`config.mk`:
```
export PLATFORM = sky130hd
export DESIGN_NAME = broadcast_ring_buffer_top
export DESIGN_NICKNAME = d
export VERILOG_FILES = /design/src/hw/rtl/brb_pkg.sv /design/src/hw/rtl/brb_ram.sv /design/src/hw/rtl/brb_core.sv /design/src/hw/rtl/broadcast_ring_buffer_top.sv
export SDC_FILE = /design/constraint.sdc
export NUM_CORES = 1
export LEC_CHECK = 0
export ABC_CLOCK_PERIOD_IN_PS = 4250
export BUFFER_PORTS_ARGS = -buffer_cell sky130_fd_sc_hd__buf_2
export CORE_MARGIN = 2
export CORE_UTILIZATION = 55
export CTS_CLUSTER_SIZE = 30
export DETAILED_ROUTE_END_ITERATION = 7
export GPL_ROUTABILITY_DRIVEN = 1
export HOLD_SLACK_MARGIN = 0.05
export MAX_ROUTING_LAYER = met4
export PLACE_DENSITY = 0.77
export SYNTH_ARGS = -nofsm -noshare
export SYNTH_HDL_FRONTEND = slang
export SYNTH_SLANG_ARGS = --single-unit
export TNS_END_PERCENT = 5
```
`constraint.sdc`:
```
create_clock -name clk_i -period 4.25 [get_ports clk_i]
set_input_delay 0.2125 -clock clk_i [delete_from_list [all_inputs] [get_ports clk_i]]
set_output_delay 0.2125 -clock clk_i [all_outputs]
set_load 0.005 [all_outputs]
```
`src/hw/rtl/brb_pkg.sv`:
```
`timescale 1ns / 1ps
// ----------------------------------------------------------------------------
// Broadcast ring buffer package
// Shared constants, codes and types of the broadcast ring buffer.
// ----------------------------------------------------------------------------
package brb_pkg;

  localparam int SLOTS_DEF       = 8;
  localparam int MAX_READERS_DEF = 8;
  localparam int DATA_WIDTH_DEF  = 32;

  localparam int CFG_W    = 4;
  localparam int RID_IN_W = 3;
  localparam int VALUE_W  = 32;
  localparam int ITEM_W   = 32;
  localparam int STATUS_W = 2;

  typedef enum logic {
    CMD_SEND = 1'b0,
    CMD_RECV = 1'b1
  } cmd_e;

  typedef enum logic [STATUS_W-1:0] {
    ST_OK     = 2'd0,
    ST_FULL   = 2'd1,
    ST_EMPTY  = 2'd2,
    ST_BAD_ID = 2'd3
  } status_e;

  // One operation as it sits in the input register.
  typedef struct packed {
    cmd_e                cmd;
    logic [RID_IN_W-1:0] rid;
  } op_t;

  // Outcome of one operation, handed from the core to the result stage.
  typedef struct packed {
    status_e status;
    logic    hit;
  } res_t;

endpackage

```
`src/hw/rtl/brb_ram.sv`:
```
`timescale 1ns / 1ps
// ----------------------------------------------------------------------------
// Generic RAM
// One write port, one read port, registered read data.
// ----------------------------------------------------------------------------
module brb_ram #(
  parameter int WIDTH = 32,
  parameter int DEPTH = 8
) (
  input  logic                     clk_i,
  input  logic                     we_i,
  input  logic [$clog2(DEPTH)-1:0] waddr_i,
  input  logic [WIDTH-1:0]         wdata_i,
  input  logic [$clog2(DEPTH)-1:0] raddr_i,
  output logic [WIDTH-1:0]         rdata_o
);

  logic [WIDTH-1:0] mem_q [DEPTH];
  logic [WIDTH-1:0] rdata_q;

  always_ff @(posedge clk_i) begin
    if (we_i) begin
      mem_q[waddr_i] <= wdata_i;
    end
    rdata_q <= mem_q[raddr_i];
  end

  assign rdata_o = rdata_q;

endmodule

```
`src/hw/rtl/brb_core.sv`:
```
`timescale 1ns / 1ps
// ----------------------------------------------------------------------------
// Broadcast ring buffer core
// Pending-reader masks, reader and write pointers, and the decision for the
// operation held in the input register.
// ----------------------------------------------------------------------------
module brb_core #(
  parameter int SLOTS       = 8,
  parameter int MAX_READERS = 8
) (
  input  logic                                clk_i,
  input  logic                                rst_ni,
  input  logic                                vld_i,
  input  brb_pkg::op_t                        op_i,
  input  logic [brb_pkg::CFG_W-1:0]           num_readers_i,
  input  logic [brb_pkg::RID_IN_W-1:0]        next_rid_i,
  output logic                                we_o,
  output logic [$clog2(SLOTS)-1:0]            waddr_o,
  output logic [$clog2(SLOTS)-1:0]            raddr_o,
  output brb_pkg::res_t                       res_o
);
  import brb_pkg::*;

  localparam int SlotW = $clog2(SLOTS);
  localparam int RidW  = (MAX_READERS > 1) ? $clog2(MAX_READERS) : 1;
  localparam int CntW  = $clog2(MAX_READERS + 1);
  localparam logic [SlotW-1:0] LastSlot = SlotW'(SLOTS - 1);

  logic [MAX_READERS-1:0] pend_q [SLOTS];
  logic [SlotW-1:0]       rptr_q [MAX_READERS];
  logic [SlotW-1:0]       wptr_q;

  logic [CntW-1:0]        n_eff;
  logic [MAX_READERS-1:0] act_mask;
  logic                   full;
  logic                   rid_ok;
  logic [RidW-1:0]        rsel;
  logic [SlotW-1:0]       rp;
  logic                   hit;
  logic [RidW-1:0]        nsel;
  logic [SlotW-1:0]       wptr_nxt;
  logic [SlotW-1:0]       rp_nxt;

  always_comb begin
    if (num_readers_i == '0) begin
      n_eff = CntW'(1);
    end else if (32'(num_readers_i) > MAX_READERS) begin
      n_eff = CntW'(MAX_READERS);
    end else begin
      n_eff = CntW'(num_readers_i);
    end
  end

  always_comb begin
    for (int i = 0; i < MAX_READERS; i++) begin
      act_mask[i] = (CntW'(i) < n_eff);
    end
  end

  assign full     = |(pend_q[wptr_q] & act_mask);
  assign rid_ok   = {{CntW{1'b0}}, op_i.rid} < {{RID_IN_W{1'b0}}, n_eff};
  assign rsel     = RidW'(op_i.rid);
  assign rp       = rptr_q[rsel];
  assign wptr_nxt = (wptr_q == LastSlot) ? '0 : wptr_q + SlotW'(1);
  assign rp_nxt   = (rp == LastSlot) ? '0 : rp + SlotW'(1);

  assign we_o    = vld_i && (op_i.cmd == CMD_SEND) && !full;
  assign hit     = vld_i && (op_i.cmd == CMD_RECV) && rid_ok && pend_q[rp][rsel];
  assign waddr_o = wptr_q;

  always_comb begin
    res_o.hit = hit;
    if (op_i.cmd == CMD_SEND) begin
      res_o.status = full ? ST_FULL : ST_OK;
    end else if (!rid_ok) begin
      res_o.status = ST_BAD_ID;
    end else begin
      res_o.status = pend_q[rp][rsel] ? ST_OK : ST_EMPTY;
    end
  end

  // Read address for the item now being accepted. A receive in this cycle by
  // the same reader moves its pointer, so the new pointer is forwarded.
  assign nsel    = RidW'(next_rid_i);
  assign raddr_o = (hit && (nsel == rsel)) ? rp_nxt : rptr_q[nsel];

  always_ff @(posedge clk_i or negedge rst_ni) begin
    if (!rst_ni) begin
      wptr_q <= '0;
      for (int s = 0; s < SLOTS; s++) begin
        pend_q[s] <= '0;
      end
      for (int r = 0; r < MAX_READERS; r++) begin
        rptr_q[r] <= '0;
      end
    end else begin
      if (we_o) begin
        pend_q[wptr_q] <= act_mask;
        wptr_q         <= wptr_nxt;
      end
      if (hit) begin
        pend_q[rp][rsel] <= 1'b0;
        rptr_q[rsel]     <= rp_nxt;
      end
    end
  end

`ifndef ASSERT_OFF
  a_wptr_hold: assert property (@(posedge clk_i) disable iff (!rst_ni)
    !we_o |=> $stable(wptr_q))
    else $error("write pointer moved without a send");

  a_send_marks: assert property (@(posedge clk_i) disable iff (!rst_ni)
    we_o |=> (pend_q[$past(wptr_q)] == $past(act_mask)))
    else $error("sent slot not marked pending for all active readers");

  a_hit_status: assert property (@(posedge clk_i) disable iff (!rst_ni)
    hit |-> (res_o.status == ST_OK))
    else $error("successful receive reported a refusal");

  a_one_action: assert property (@(posedge clk_i) disable iff (!rst_ni)
    !(we_o && hit))
    else $error("send and receive in the same cycle");
`endif

endmodule

```
`src/hw/rtl/broadcast_ring_buffer_top.sv`:
```
`timescale 1ns / 1ps
// ----------------------------------------------------------------------------
// Broadcast ring buffer
// One writer and several readers share a ring of slots; every active reader
// must read a slot before the writer may overwrite it.
//
//   Channel   Signals                                   Direction
//   command   start, busy, cmd_i, value_i, reader_id_i  in (busy out)
//   result    done_o, status_o, item_o                  out
//   config    cfg_valid_i, cfg_ready_o, cfg_data_i      in (ready out)
//
// An item is taken at every clock edge with start high; busy stays low.
// Its result passes the input register (slot RAM read) and the result register,
// and is shown one cycle long on done_o.
// Reset clears the pending masks, all pointers and sets the reader count to 1.
// The receiver cannot stall the block.
// ----------------------------------------------------------------------------
module broadcast_ring_buffer_top #(
  parameter int SLOTS       = brb_pkg::SLOTS_DEF,
  parameter int MAX_READERS = brb_pkg::MAX_READERS_DEF,
  parameter int DATA_WIDTH  = brb_pkg::DATA_WIDTH_DEF
) (
  input  logic                                clk_i,
  input  logic                                rst_ni,
  input  logic                                start,
  output logic                                busy,
  input  logic                                cmd_i,
  input  logic signed [brb_pkg::VALUE_W-1:0]  value_i,
  input  logic [brb_pkg::RID_IN_W-1:0]        reader_id_i,
  output logic                                done_o,
  output logic [brb_pkg::STATUS_W-1:0]        status_o,
  output logic signed [brb_pkg::ITEM_W-1:0]   item_o,
  input  logic                                cfg_valid_i,
  output logic                                cfg_ready_o,
  input  logic [brb_pkg::CFG_W-1:0]           cfg_data_i
);
  import brb_pkg::*;

  localparam int SlotW = $clog2(SLOTS);

  logic                  accept;
  logic [CFG_W-1:0]      num_readers_q;
  logic                  vld_q;
  op_t                   op_q;
  logic [VALUE_W-1:0]    value_q;
  logic                  fwd_q;
  logic [DATA_WIDTH-1:0] fwd_data_q;

  logic                  we;
  logic [SlotW-1:0]      waddr;
  logic [SlotW-1:0]      raddr;
  logic [DATA_WIDTH-1:0] wdata;
  logic [DATA_WIDTH-1:0] rdata;
  logic [DATA_WIDTH-1:0] rdata_eff;
  res_t                  res;

  logic                  done_q;
  status_e               status_q;
  logic [ITEM_W-1:0]     item_q;

  assign busy        = 1'b0;
  assign accept      = start && !busy;
  assign cfg_ready_o = 1'b1;

  always_ff @(posedge clk_i or negedge rst_ni) begin
    if (!rst_ni) begin
      num_readers_q <= CFG_W'(1);
    end else if (cfg_valid_i && cfg_ready_o) begin
      num_readers_q <= cfg_data_i;
    end
  end

  always_ff @(posedge clk_i or negedge rst_ni) begin
    if (!rst_ni) begin
      vld_q  <= 1'b0;
      done_q <= 1'b0;
    end else begin
      vld_q  <= accept;
      done_q <= vld_q;
    end
  end

  // A send in the core stage may write the very slot the new item reads.
  always_ff @(posedge clk_i) begin
    op_q.cmd   <= cmd_e'(cmd_i);
    op_q.rid   <= reader_id_i;
    value_q    <= value_i;
    fwd_q      <= we && (waddr == raddr);
    fwd_data_q <= wdata;
  end

  brb_core #(
    .SLOTS       (SLOTS),
    .MAX_READERS (MAX_READERS)
  ) u_core (
    .clk_i         (clk_i),
    .rst_ni        (rst_ni),
    .vld_i         (vld_q),
    .op_i          (op_q),
    .num_readers_i (num_readers_q),
    .next_rid_i    (reader_id_i),
    .we_o          (we),
    .waddr_o       (waddr),
    .raddr_o       (raddr),
    .res_o         (res)
  );

  assign wdata = DATA_WIDTH'(value_q);

  brb_ram #(
    .WIDTH (DATA_WIDTH),
    .DEPTH (SLOTS)
  ) u_slot_ram (
    .clk_i   (clk_i),
    .we_i    (we),
    .waddr_i (waddr),
    .wdata_i (wdata),
    .raddr_i (raddr),
    .rdata_o (rdata)
  );

  assign rdata_eff = fwd_q ? fwd_data_q : rdata;

  always_ff @(posedge clk_i) begin
    status_q <= res.status;
    item_q   <= res.hit ? ITEM_W'(rdata_eff) : '0;
  end

  assign done_o   = done_q;
  assign status_o = status_q;
  assign item_o   = $signed(item_q);

endmodule
```
Word level (Yosys, flattened, before mapping)
Memories as Yosys holds them, arrays and structs flattened. A register that Yosys moved wholly into a read port is not among the register bits.
Index checks and enable logic that the tools add are counted.
Storage, ports and cells
  bits in writable memories: 256
  input bits: 44
  bits in registers: 200
  memories kept: 1
  word-level logic and storage cells: 113
  output and inout port bits: 37
Cells by class
  bitwise gates (word level): 8
  reduce and logical (&&, ||, !) cells: 14
  $add $sub $neg: 2
  $lt $le $gt $ge: 19
  eq/ne operators: 4
  multiplexer cells: 38
Memories
  u_slot_ram.mem_q: depth 8, width 32, read ports 1, clocked after Yosys merged registers in 1, wr ports 1, RTL line brb_ram.sv:18  | logic [WIDTH-1:0] mem_q [DEPTH];
Operator list (number)
  64-bit two-way mux: 2
  64-bit bitwise AND: 1
  64-bit bitwise mux: 1
  64-bit inverter: 1
  8-bit binary-select mux with 3-bit select: 2
  8-bit demux with 3-bit select: 2
  8-bit two-way mux: 6
  32-bit two-way mux: 1
  24-bit bitwise mux: 1
  3-bit two-way mux: 8
  3-bit binary-select mux with 3-bit select: 2
  4-bit >= comparator, second input constant: 4
  3-bit by 4-bit < comparator with 1-bit output, first input constant: 4
  3-bit inverter with 4-bit output: 4
  4-bit by 1-bit < comparator with 1-bit output, second input constant: 3
  1-bit logical AND: 11
  3-bit demux with 3-bit select: 1
  8-bit bitwise AND: 1
  1-bit by 4-bit < comparator with 1-bit output, first input constant: 2
  2-bit by 4-bit < comparator with 1-bit output, first input constant: 2
  4-bit two-way mux: 2
  8-bit OR reduction: 1
  3-bit by 1-bit adder with 3-bit output, second input constant: 2
  3-bit equality test: 2
  other kinds (12): 19

Longest topological paths before layout
Gate-level depths: netlist (run 1).
  depth in word-level cells: 15
  mapped depth: 18
  depth with buffers taken out: 12

By module
From an unflattened synthesis (run 1), not the netlist that was laid out.
Unflattened totals
  cells, all modules: 1188
  area total of the unflattened synthesis: 19532.5 um^2
By module, submodules not included
  brb_ram: area an instance 10466.3 um^2, times used 1, seq. area each 8328.0 um^2, cells an instance 415
  brb_core: area an instance 6147.1 um^2, times used 1, seq. area each 2277.2 um^2, cells an instance 581
  broadcast_ring_buffer_top: area an instance 2919.0 um^2, times used 1, seq. area each 2213.4 um^2, cells an instance 192

Worst setup path after synthesis (run 1)
Ideal clock, no wire load.
  path type: register -> register
  start point: register u_core.wptr_q[2], in the netlist u_core.waddr_o[2]
  end point: register u_core.pend_q[27] in the netlist's numbering
  arrival: 4448 ps
  clock period less this slack: 4585 ps
  data required time: 4113 ps
  stages on the path, launching flop included: 13
  library setup time: 137 ps
  buffers on the path: 4
  slack: -335 ps
  cells stage by stage: dfrtp_1 -> clkbuf_1 -> buf_1 -> buf_2 -> o2111ai_1 -> a221oi_1 -> and4_1 -> and2_1 -> clkbuf_1 -> nand2_1 -> nor2_1 -> mux2i_1 -> a21oi_1
Between the ends
  longest elaborated chain between the ends: 11
  elaborated cells between the ends (all ways): 17
  those cells by class: 2 x order compare; 8 x mux; 3 x bitwise; 4 x reduce/logical
Ends and longest elaborated chain
  start, declared: RTL line brb_core.sv:31  | logic [SlotW-1:0] wptr_q;
  start signal, assigned: RTL line brb_core.sv:99  | wptr_q <= wptr_nxt;
  3-bit inverter with 4-bit output (not written as such) *: RTL line brb_core.sv:60, brb_core.sv:98
  8-bit binary-select mux with 3-bit select: RTL line brb_core.sv:60  | assign full = |(pend_q[wptr_q] & act_mask);
  8-bit two-way mux (not written as such) (2 in series): RTL line brb_core.sv:60
  8-bit bitwise AND: RTL line brb_core.sv:60
  8-bit OR reduction: RTL line brb_core.sv:60
  1-bit logical NOT: RTL line brb_core.sv:67  | assign we_o = vld_i && (op_i.cmd == CMD_SEND) && !full;
  1-bit logical AND: RTL line brb_core.sv:67
  64-bit two-way mux *: RTL line brb_core.sv:97  | if (we_o) begin
  64-bit bitwise AND (no source line)
  64-bit two-way mux *: RTL line brb_core.sv:101  | if (hit) begin
  end signal, assigned by index: RTL line brb_core.sv:98  | pend_q[wptr_q] <= act_mask;
  end, declared: RTL line brb_core.sv:29  | logic [MAX_READERS-1:0] pend_q [SLOTS];
Mark *: on every way between the ends. The rest lies on a longest branch, timed or not. The select of a mux whose other input is x is not followed.
A chain may end at the register's enable or synchronous reset.

Final worst setup path (run 1)
  start point: register u_core.rptr_q[5] in the netlist's numbering
  end point: register u_slot_ram.rdata_q[1], in the netlist u_slot_ram.rdata_o[1] (read register of u_slot_ram.mem_q)
Between the ends
  longest elaborated chain between the ends: 12
  elaborated cells between the ends (all ways): 18
  those cells by class: 1 x add/sub; 1 x eq/ne; 13 x mux; 1 x bitwise; 2 x reduce/logical
Ends and longest elaborated chain
  start, declared: RTL line brb_core.sv:30  | logic [SlotW-1:0] rptr_q [MAX_READERS];
  start signal, assigned by index: RTL line brb_core.sv:103  | rptr_q[rsel] <= rp_nxt;
  3-bit binary-select mux with 3-bit select: RTL line brb_core.sv:63  | assign rp = rptr_q[rsel];
  3-bit two-way mux (not written as such) (2 in series): RTL line brb_core.sv:63
  3-bit inverter with 4-bit output (not written as such): RTL line brb_core.sv:68  | assign hit = vld_i && (op_i.cmd == CMD_RECV) && rid_ok && pend_q[rp][rsel];
  8-bit binary-select mux with 3-bit select: RTL line brb_core.sv:68
  8-bit two-way mux (not written as such) (2 in series): RTL line brb_core.sv:68
  1-bit binary-select mux with 3-bit select: RTL line brb_core.sv:68
  1-bit two-way mux (not written as such): RTL line brb_core.sv:68
  1-bit logical AND: RTL line brb_core.sv:68
  1-bit logical AND: RTL line brb_core.sv:85  | assign raddr_o = (hit && (nsel == rsel)) ? rp_nxt : rptr_q[nsel];
  3-bit two-way mux *: RTL line brb_core.sv:85
  end, declared: RTL line brb_ram.sv:19  | logic [WIDTH-1:0] rdata_q;
Marks and branches as above.

==> flow_metrics.env, run 1 <==
export IMPL_status="completed"
export IMPL_yosysSeqAreaShare_pct=64.9
export IMPL_ant_nets=0
export IMPL_pre_cts_ws_ps=-28.6
export IMPL_fin_skew_ps=19.0
export IMPL_reg2reg_setup_slack_ps=4
export IMPL_die_y_um=193
export IMPL_endpoint_kind="register"
export IMPL_grt_max_degree=65
export IMPL_synth_area_mm2=0.0197
export IMPL_vias=13200
export IMPL_crit_family="multiplexers"
export IMPL_cp_max_fo=27
export IMPL_period_share_pct=99.9
export IMPL_grt_pass1_vias=12800
export IMPL_numCtsBuffers=49
export IMPL_h_tree_depth=2
export IMPL_start_kind="register"
export IMPL_leakagePower_nw=8.89
export IMPL_async_flop_share_pct=19.9
export IMPL_hold_violations=0
export IMPL_dpl_cell_count=1911
export IMPL_cts_sinks=488
export IMPL_dp_hpwl_um=27700
export IMPL_arrival_ps=4710
export IMPL_grt_usage_pct=26.1
export IMPL_worstPathRequired_ps=4720
export IMPL_syn2layout_area_growth_pct=20.1
export IMPL_synthDominantAreaCellType="edfxtp_1"
export IMPL_die_w_um=193
export IMPL_route_detailed_drc=0
export IMPL_vdd_drop_max_mv=0.491
export IMPL_cap_violations=0
export IMPL_first_pass_iters=8
export IMPL_tightest_slew_ps=983
export IMPL_crit_chain="mux2_1, mux4_2, buf_12, mux2i_1, mux4_2, nor3_2, o32a_1, buf_4, and4_4, nand3_4, buf_12, buf_4, a21boi_0, a311oi_1, nor4_1"
export IMPL_finalSetupTns_ps=0
export IMPL_critPathSlowestCell="mux4_2"
export IMPL_stdcell_count=2075
export IMPL_synth_top_area_share_pct=38.9
export IMPL_setup_viol=0
export IMPL_grt_antenna_before_repair=0
export IMPL_io_pins=81
export IMPL_fin_nets=1623
export IMPL_min_period_ps=4250
export IMPL_diodes=0
export IMPL_clk_latency_ps=580
export IMPL_n_fill_cell=2386
export IMPL_worstSetupPathType="register to register"
export IMPL_core_area_mm2=0.0355
export IMPL_placed_area_mm2=0.0211
export IMPL_synth_warnings=0
export IMPL_tritoncts="done"
export IMPL_grt_first_pass_wirelength_um=73900
export IMPL_root_buffer="clkbuf_16"
export IMPL_wire_per_inst_um=24.7
export IMPL_synthFlopType="edfxtp_1"
export IMPL_final_max_slew_viol_count=0
export IMPL_port_buffers=78
export IMPL_syn_avg_cell_area_um2=14.0
export IMPL_slowest_delay_ps=530
export IMPL_dr_first_iter_drc_count=1449
export IMPL_synth_cells=1407
export IMPL_gp_congestion=0.961
export IMPL_rows=69
export IMPL_synth_seq_cells=488
export IMPL_synth_net_count=1456
export IMPL_start_util_pct=55.6
export IMPL_ys_types=77
export IMPL_synth_edff_count=256
export IMPL_slew_headroom_pct=34.2
export IMPL_worst_slack_ps=4.41
export IMPL_fin_area_mm2=0.0237
export IMPL_postLayoutCoreUtil_pct=66.8
export IMPL_synth_top_cells_by_area="edfxtp_1 (39%), dfxtp_1 (14%), dfrtp_1 (12%)"
export IMPL_power_density_mw_per_mm2=644
export IMPL_crit_buf_inv=4
export IMPL_max_freq_mhz=236
export IMPL_dieArea_mm2=0.0374
export IMPL_cts_buffer_depth=3
export IMPL_path_clk_slew_ps=60
export IMPL_globalRouteOverflowTotal=0
export IMPL_routed_wl_um=51200
export IMPL_drive_above_1_share_pct=22.0
export IMPL_via_per_inst=6.38
export IMPL_hold_path_class="input pin to asynchronous set/reset pin"
-- synth_stat cells (10+ instances only) --
cell / number
mux2_2: 36
buf_6: 10
inv_1: 10
nand2_1: 18
dfxtp_1: 135
buf_4: 10
nand3_1: 12
o21ai_0: 10
a21boi_0: 127
nor2_1: 75
edfxtp_1: 256
mux4_2: 16
clkbuf_1: 58
a21oi_1: 78
dfrtp_1: 96
mux2i_1: 123
a311oi_1: 121
buf_2: 35
nor4_1: 32
-- logic make-up (layout without fill, tap and decap cells) --
logic type	after synthesis	after routing	share of synthesized area, %
multiplexers	183	183	10.7
AND/OR/NAND/NOR	182	182	4.63
adder cells (fa/ha/maj)	5	5	0.317
AO/OA/AOI/OAI	407	408	15.7
flip-flops	488	488	64.9
XOR/XNOR	7	7	0.311
other	2	2	0.0380
buffers and inverters	133	339	3.39
-- layer usage --
layer  routed length, um  vias up  GRT usage [%]
met4                1620        0           9.78
met2               24700      683           40.8
met3                3770      112           3.77
li1                    -     5850              -
met1               21100     6593           34.9
met5                   0        -              -
-- power breakdown --
part           switching, mW  total [mW]  internal, mW  leakage [nW]
Clock                   1.80        4.26          2.46         0.794
Combinational           2.73        4.87          2.13          3.40
Sequential             0.500        6.13          5.63          4.70
-- metrics by stage --
step | power [mW] | hold WS [ps]
after floorplan | 8.98 | -83.1
after global placement | 10.2 | 316
after detailed placement | 10.4 | 316
after CTS | 14.7 | 243
after global routing | 15.9 | 259
final | 15.3 | 250
-- layout by cell type, fill, tap and decap left out, types with 4 or more instances in the layout --
cell	count
dfrtp_1	96
mux2_2	36
nand3_1	12
nor4_1	30
nand2_1	18
o21ai_0	10
clkinv_2	10
nand2b_1	6
buf_2	77
dfxtp_1	133
clkbuf_8	8
nor2_1	73
mux2_1	4
and3_1	5
ha_1	5
buf_12	25
xnor2_1	6
clkbuf_16	62
edfxtp_1	256
a31oi_1	6
o22ai_1	6
a2bb2oi_1	5
mux4_2	16
dlygate4sd3_1	46
buf_16	4
a21oi_1	78
nor2b_1	6
buf_4	72
a311oi_2	10
mux2i_1	123
a221oi_1	4
a21boi_1	11
clkbuf_1	17
a311oi_1	120
nor3_1	6
a21boi_0	118
inv_1	10
-- flip-flops by register name, indices dropped and copies added, names as in the netlist --
register,count
u_core.rptr_q,24
op_q,4
value_q,32
u_core.waddr_o,3
done_o,1
u_slot_ram.mem_q,256
u_core.pend_q,64
fwd_data_q,32
fwd_q,1
u_slot_ram.rdata_o,32
status_o,2
num_readers_q,4
item_o,32
vld_q,1
-- repair_timing --
| item | in CTS | in global routing |
|---|---|---|
| gates cloned | 1 | 10 |
| resized for setup | 3 | 24 |
| hold buffers | 46 | 0 |
| endpoints found under the hold margin | 97 | 0 |
| buffers inserted | 2 | 14 |
| endpoints found under the setup margin | 7 | 30 |
| pin swaps | 2 | 13 |
-- worst paths after layout --
check,startpoint,end,cells after the start
max reg2reg,u_core.rptr_q[5],u_slot_ram.rdata_o[1],15
min in group clk_i,value_i[10],value_q[10],2
min reg2reg,value_q[24],fwd_data_q[24],0
min,rst_ni,u_core.rptr_q[2],2
max in group asynchronous,rst_ni,num_readers_q[0],3
max,u_core.rptr_q[5],u_slot_ram.rdata_o[1],15
-- layout make-up --
type	count	area [um2]	area share, %
well taps	461	577	2.43
clock inverters	14	135	0.570
multi-input cells	787	6380	26.9
repair buffers	236	2270	9.57
flip-flops and latches	488	12800	54.1
clock buffers	77	1480	6.22
inverters	12	47.5	0.201
-- worst reg2reg max path, stage by stage, from the launching register on --
cell and delay [ps]:
dfrtp_1 420, mux2_1 320, mux4_2 520, buf_12 190, mux2i_1 140, mux4_2 530, nor3_2 130, o32a_1 250
buf_4 140, and4_4 260, nand3_4 120, buf_12 200, buf_4 190, a21boi_0 270, a311oi_1 100, nor4_1 350
Power figures use the tool's default switching activity.
==> run 2: changes to the inputs <==
--- a/config.mk
+++ b/config.mk
@@ -7,15 +7,15 @@
 export LEC_CHECK = 0
 export ABC_CLOCK_PERIOD_IN_PS = 4250
 export BUFFER_PORTS_ARGS = -buffer_cell sky130_fd_sc_hd__buf_2
-export CORE_MARGIN = 2
+export CORE_MARGIN = 4
 export CORE_UTILIZATION = 55
 export CTS_CLUSTER_SIZE = 30
 export DETAILED_ROUTE_END_ITERATION = 7
 export GPL_ROUTABILITY_DRIVEN = 1
 export HOLD_SLACK_MARGIN = 0.05
-export MAX_ROUTING_LAYER = met4
 export PLACE_DENSITY = 0.77
 export SYNTH_ARGS = -nofsm -noshare
 export SYNTH_HDL_FRONTEND = slang
+export SYNTH_HIERARCHICAL = 1
 export SYNTH_SLANG_ARGS = --single-unit
 export TNS_END_PERCENT = 5
==> flow_metrics.env, run 2 <==
export IMPL_port_buffers=78
export IMPL_final_cell_mix="edfxtp_1 (256), dfxtp_1 (132), dfrtp_1 (96), mux2i_1 (89), buf_4 (82)"
export IMPL_min_path_cells=2
export IMPL_switching_share_pct=28.7
export IMPL_yosys_top_cells_count="edfxtp_1 (256), dfxtp_1 (135), dfrtp_1 (96), mux2i_1 (91), a21oi_1 (62)"
export IMPL_synth_most_common_cell="edfxtp_1"
export IMPL_ys_types=77
export IMPL_grt_max_degree=70
export IMPL_hold_violations=0
export IMPL_hold_path_class="input pin to register"
export IMPL_rsz0062_at_grt="true"
export IMPL_r2r_cells=15
export IMPL_dp_hpwl_um=27600
export IMPL_period_share_pct=98.1
export IMPL_globalRouteOverflowTotal=0
export IMPL_h_tree_depth=2
export IMPL_routed_wl_um=46500
export IMPL_die_w_um=196
export IMPL_largest_reg_flops=256
export IMPL_synth_top_cells_by_area="edfxtp_1 (39%), dfxtp_1 (14%), dfrtp_1 (12%)"
export IMPL_grt_first_pass_wirelength_um=71100
export IMPL_power_density_mw_per_mm2=601
export IMPL_cts_sinks=488
export IMPL_pre_cts_ws_ps=-56.9
export IMPL_synth_area_mm2=0.0195
export IMPL_synth_edff_count=256
export IMPL_synth_net_count=1237
export IMPL_wire_per_inst_um=24.7
export IMPL_max_freq_mhz=240
export IMPL_p_int_mw=9.85
export IMPL_cts_buffer_depth=3
export IMPL_postLayoutCoreUtil_pct=66.0
export IMPL_clk_latency_ps=570
export IMPL_core_area_mm2=0.0348
export IMPL_p_comb_share_pct=26.2
export IMPL_slew_headroom_pct=19.1
export IMPL_start_util_pct=56.1
export IMPL_cap_violations=0
export IMPL_p_clk_share_pct=30.2
export IMPL_worst_slack_ps=81.1
export IMPL_yosysSeqAreaShare_pct=65.6
export IMPL_grt_antenna_before_repair=1
export IMPL_grt_pass1_vias=11800
export IMPL_synthDominantAreaCellType="edfxtp_1"
export IMPL_p_seq_share_pct=43.6
export IMPL_drive_above_1_share_pct=29.1
export IMPL_synthFlopType="edfxtp_1"
export IMPL_die_y_um=196
export IMPL_top_register="u_slot_ram/mem_q"
export IMPL_setup_viol=0
export IMPL_root_buffer="clkbuf_16"
export IMPL_syn_avg_cell_area_um2=16.4
export IMPL_gp_congestion=0.971
export IMPL_grt_usage_pct=24.0
export IMPL_synth_cells=1188
export IMPL_numCtsBuffers=47
export IMPL_tightest_slew_ps=1210
export IMPL_final_max_slew_viol_count=0
export IMPL_cp_max_fo=10
export IMPL_route_detailed_drc=0
export IMPL_dpl_cell_count=1740
export IMPL_stdcell_count=1880
export IMPL_path_clk_slew_ps=60
export IMPL_leakagePower_nw=8.64
export IMPL_syn2layout_area_growth_pct=17.6
export IMPL_async_flop_share_pct=19.9
export IMPL_endpoint_kind="register"
export IMPL_holdWs_ps=276
export IMPL_n_fill_cell=2316
export IMPL_start_kind="register"
export IMPL_vdd_drop_max_mv=0.495
export IMPL_vias=11400
export IMPL_reg2reg_setup_slack_ps=80
export IMPL_worstPathRequired_ps=4710
export IMPL_min_period_ps=4170
export IMPL_tritoncts="done"
export IMPL_io_pins=81
export IMPL_first_pass_iters=6
export IMPL_arrival_ps=4630
export IMPL_dieArea_mm2=0.0386
export IMPL_dr_first_iter_drc_count=1176
export IMPL_synth_seq_cells=488
export IMPL_via_per_inst=6.04
export IMPL_ant_nets=0
export IMPL_final_common_cell="edfxtp_1"
export IMPL_p_sw_mw=3.96
export IMPL_total_power_mw=13.8
export IMPL_fin_nets=1434
export IMPL_largestRegisters="u_slot_ram/mem_q: 256 flops, u_core/pend_q: 64 flops"
export IMPL_synth_top_area_share_pct=39.4
export IMPL_rows=68
export IMPL_synth_warnings=6
export IMPL_worstSetupPathType="register to register"
export IMPL_status="completed"
export IMPL_fin_skew_ps=27.1
==> run 2: changes by cell type after synthesis, sizes merged, moves of 11 or more <==
| cell | change |
|---|---|
| a311oi | -130 |
| a21boi | -128 |
| mux4 | +63 |
| clkbuf | -45 |
| mux2i | -34 |
| mux2 | +33 |
| nor2b | +32 |
| nand2 | +30 |
| nor2 | -30 |
| nor4 | -27 |
| a21oi | -15 |
| a221oi | +11 |
==> run 2: power groups by stage <==
stage,logic (mW),clock network [mW],registers [mW]
finish,3.62,4.17,6.02
global route,3.88,4.44,6.07
floorplan,2.48,0,5.89
global placement,3.35,0,6.06
CTS,3.52,4.23,6.00
detailed placement,3.45,0,6.08
==> run 2: layout make-up <==
class | count | area, um2 | share of cell area (%)
flip-flops and latches | 488 | 12800 | 55.8
diodes | 1 | 2.50 | 0.0109
multi-input cells | 613 | 6180 | 26.9
inverters | 14 | 55.1 | 0.240
well taps | 455 | 569 | 2.48
clock inverters | 19 | 228 | 0.992
clock buffers | 69 | 1330 | 5.80
repair buffers | 221 | 1770 | 7.72
==> run 2: metrics by stage <==
step / area, um2 / setup TNS [ps]
6_report: 23000 / 0
5_1_grt: 23000 / -770
4_1_cts: 22900 / 0
3_5_place_dp: 20900 / -191
3_3_place_gp: 20900 / 0
2_1_floorplan: 19500 / -52990
==> run 2: path summary, 6_finish.rpt <==
path,end,start
max,u_slot_ram/rdata_o[14],op_q[0]
min,value_q[13],value_i[13]
max reg2reg,u_slot_ram/rdata_o[14],op_q[0]
min reg2reg,fwd_data_q[7],value_q[7]
max in group asynchronous,u_core/pend_q[28],rst_ni
min in group asynchronous,u_core/pend_q[39],rst_ni
==> run 2: critical path, cell delays in order (launching register included) <==
cell and delay [ps]:
dfxtp_4 390, mux4_2 540, mux2i_4 270, buf_4 170
buf_4 170, nand2_1 80, a21oi_2 140, a211oi_1 60
a31oi_1 340, o311ai_4 190, nor3_4 210, mux2i_4 290
buf_12 190, buf_12 160, mux4_1 570, mux2_2 290
==> run 2: cell families after synthesis <==
group           count (synthesis)  share of synthesized area, %
flops                         488                          65.6
simple gates                  208                          6.11
buf+inv                        87                          2.95
compound gates                146                          5.50
mux                           245                          19.1
xor+xnor                        7                         0.314
fa+ha+maj                       5                         0.320
other cells                     2                        0.0384
==> run 2: routing by layer <==
| metal | wire length (um) | global-route usage [%] |
|---|---|---|
| met1 | 18600 | 32.9 |
| met2 | 23000 | 40.0 |
| met3 | 3430 | 4.31 |
| met4 | 1350 | 7.11 |
| met5 | 0 | 0 |
==> run 2: timing repair <==
action | 4_1_cts | 5_1_grt
resized for setup | 2 | 25
buffers inserted | 0 | 5
pin swaps | 0 | 4
endpoints found under the hold margin | 108 | 0
hold buffers | 46 | 0
endpoints found under the setup margin | 26 | 32
==> run 3: changes to the inputs <==
--- a/config.mk
+++ b/config.mk
@@ -8,12 +8,12 @@
 export ABC_CLOCK_PERIOD_IN_PS = 4250
 export BUFFER_PORTS_ARGS = -buffer_cell sky130_fd_sc_hd__buf_2
 export CORE_MARGIN = 4
-export CORE_UTILIZATION = 55
+export CORE_UTILIZATION = 30
 export CTS_CLUSTER_SIZE = 30
 export DETAILED_ROUTE_END_ITERATION = 7
 export GPL_ROUTABILITY_DRIVEN = 1
 export HOLD_SLACK_MARGIN = 0.05
-export PLACE_DENSITY = 0.77
+export PLACE_DENSITY = 0.48
 export SYNTH_ARGS = -nofsm -noshare
 export SYNTH_HDL_FRONTEND = slang
 export SYNTH_HIERARCHICAL = 1
==> flow_metrics.env, run 3 (same netlist as run 2, synthesis figures left out) <==
export IMPL_via_per_inst=4.80
export IMPL_hold_violations=0
export IMPL_grt_antenna_before_repair=3
export IMPL_hold_path_class="input pin to register"
export IMPL_globalRouteOverflowTotal=0
export IMPL_gp_congestion=0.868
export IMPL_final_cell_mix="edfxtp_1 (256), dfxtp_1 (131), dfrtp_1 (95), mux2i_1 (89), buf_4 (84)"
export IMPL_port_buffers=78
export IMPL_setup_viol=0
export IMPL_cts_buffer_depth=3
export IMPL_tightest_slew_ps=1010
export IMPL_routed_wl_um=48000
export IMPL_first_pass_iters=5
export IMPL_vias=11000
export IMPL_min_path_cells=2
export IMPL_die_y_um=263
export IMPL_crit_cells=16
export IMPL_wl_met1_um=21300
export IMPL_route_detailed_drc=0
export IMPL_dpl_cell_count=2141
export IMPL_timing_rr_end="u_slot_ram/rdata_o[23]"
export IMPL_largest_reg_flops=256
export IMPL_cp_max_fo=8
export IMPL_crit_family="multiplexers"
export IMPL_reg2reg_setup_slack_ps=130
export IMPL_regArea_mm2=0.0128
export IMPL_postLayoutCoreUtil_pct=36.7
export IMPL_worst_slack_ps=135
export IMPL_min_to="value_q[13]"
export IMPL_cap_violations=0
export IMPL_clk_latency_ps=600
export IMPL_slowest_delay_ps=530
export IMPL_met2_length_um=23100
export IMPL_period_share_pct=96.8
export IMPL_dr_first_iter_drc_count=772
export IMPL_power_density_mw_per_mm2=595
export IMPL_start_kind="register"
export IMPL_grt_first_pass_wirelength_um=72600
export IMPL_path_clk_slew_ps=60
export IMPL_endpoint_kind="register"
export IMPL_fin_skew_ps=17.1
export IMPL_rsz0062_at_grt="true"
export IMPL_holdWs_ps=249
export IMPL_crit_chain="mux4_2, mux2i_4, inv_4, and4_1, or4b_4, o211ai_2, a211oi_2, nand4_1, nor3_2, buf_4, mux2i_4, buf_12, buf_8, buf_4, mux4_1, mux2_2"
export IMPL_critPathSlowestCell="mux4_2"
export IMPL_core_area_mm2=0.0645
export IMPL_grt_usage_pct=13.6
export IMPL_grt_pass1_vias=11400
export IMPL_total_power_mw=14.1
export IMPL_multi_input_area_mm2=0.00623
export IMPL_max_freq_mhz=243
export IMPL_pre_cts_ws_ps=14.0
export IMPL_status="completed"
export IMPL_top_register="u_slot_ram/mem_q"
export IMPL_vdd_drop_max_mv=0.260
export IMPL_wire_per_inst_um=20.9
export IMPL_drive_above_1_share_pct=29.7
export IMPL_largestRegisters="u_slot_ram/mem_q: 256 flops, u_core/pend_q: 64 flops"
export IMPL_hold_start="value_i[13]"
export IMPL_min_period_ps=4120
export IMPL_h_tree_depth=2
export IMPL_root_buffer="clkbuf_16"
export IMPL_placed_area_mm2=0.0214
export IMPL_grt_max_degree=64
export IMPL_syn2layout_area_growth_pct=21.3
export IMPL_rows=93
export IMPL_fin_area_mm2=0.0237
export IMPL_io_pins=81
export IMPL_slew_headroom_pct=32.4
export IMPL_tritoncts="done"
export IMPL_start_util_pct=30.3
export IMPL_rr_startpoint="op_q[0]"
export IMPL_final_common_cell="edfxtp_1"
export IMPL_dieArea_mm2=0.0693
export IMPL_fin_nets=1442
export IMPL_dr_wl_met3_um=2450
export IMPL_r2r_cells=16
export IMPL_n_fill_cell=6095
export IMPL_worstSetupPathType="register to register"
export IMPL_arrival_ps=4590
export IMPL_dp_hpwl_um=30200
export IMPL_finalSetupTns_ps=0
export IMPL_top_layer_used="met4"
export IMPL_final_max_slew_viol_count=0
export IMPL_leakagePower_nw=8.78
export IMPL_crit_buf_inv=5
export IMPL_die_w_um=263
export IMPL_cts_sinks=488
export IMPL_worstPathRequired_ps=4720
export IMPL_numCtsBuffers=53
export IMPL_ant_nets=0
export IMPL_stdcell_count=2293
==> run 3: changes by cell type in the layout (fill, tap and decap cells not counted), moves of 4 or more <==
cell	delta
mux4_2	-11
clkinv_2	+4
clkbuf_1	-5
clkbuf_8	+6
mux4_1	+11
clkbuf_16	+4
==> run 3: layout make-up <==
| cell class | instances | share of cell area, % |
|---|---|---|
| antenna | 1 | 0.0106 |
| clock buffer | 74 | 6.31 |
| clock inverter | 25 | 0.993 |
| inverter | 14 | 0.243 |
| multi-input combinational | 613 | 26.3 |
| sequential | 488 | 54.2 |
| tap | 855 | 4.52 |
| timing repair buffer | 223 | 7.49 |
==> run 3: how the worst max path moves through the flow <==
| stage | start | end | slack (ps) |
|---|---|---|---|
| after floorplan | u_core/waddr_o[0] | u_slot_ram/mem_q[4][0] | -830 |
| after global placement | op_q[0] | u_slot_ram/rdata_o[14] | 80 |
| after detailed placement | op_q[0] | u_slot_ram/rdata_o[14] | 10 |
| after CTS | op_q[0] | u_slot_ram/rdata_o[14] | 50 |
| after global routing | op_q[0] | u_slot_ram/rdata_o[14] | -10 |
| final | op_q[0] | u_slot_ram/rdata_o[23] | 130 |
==> run 3: per-layer routing <==
layer  vias up  global-route usage (%)
met5         -                       0
met4         0                    3.79
met3        74                    2.65
met2       278                    22.3
met1      5644                    18.5
li1       4999                       -
==> run 3: power by group <==
part | switching, mW | internal [mW]
sequential | 0.446 | 5.56
clock | 1.88 | 2.64
combinational | 1.74 | 1.83
total | 4.06 | 10.0
==> run 3: what timing repair did <==
item | 4_1_cts | 5_1_grt
buffers inserted | 0 | 6
endpoints found under the setup margin | 1 | 32
hold buffers | 46 | 0
endpoints found under the hold margin | 102 | 0
pin swaps | 0 | 5
resized for setup | 4 | 26
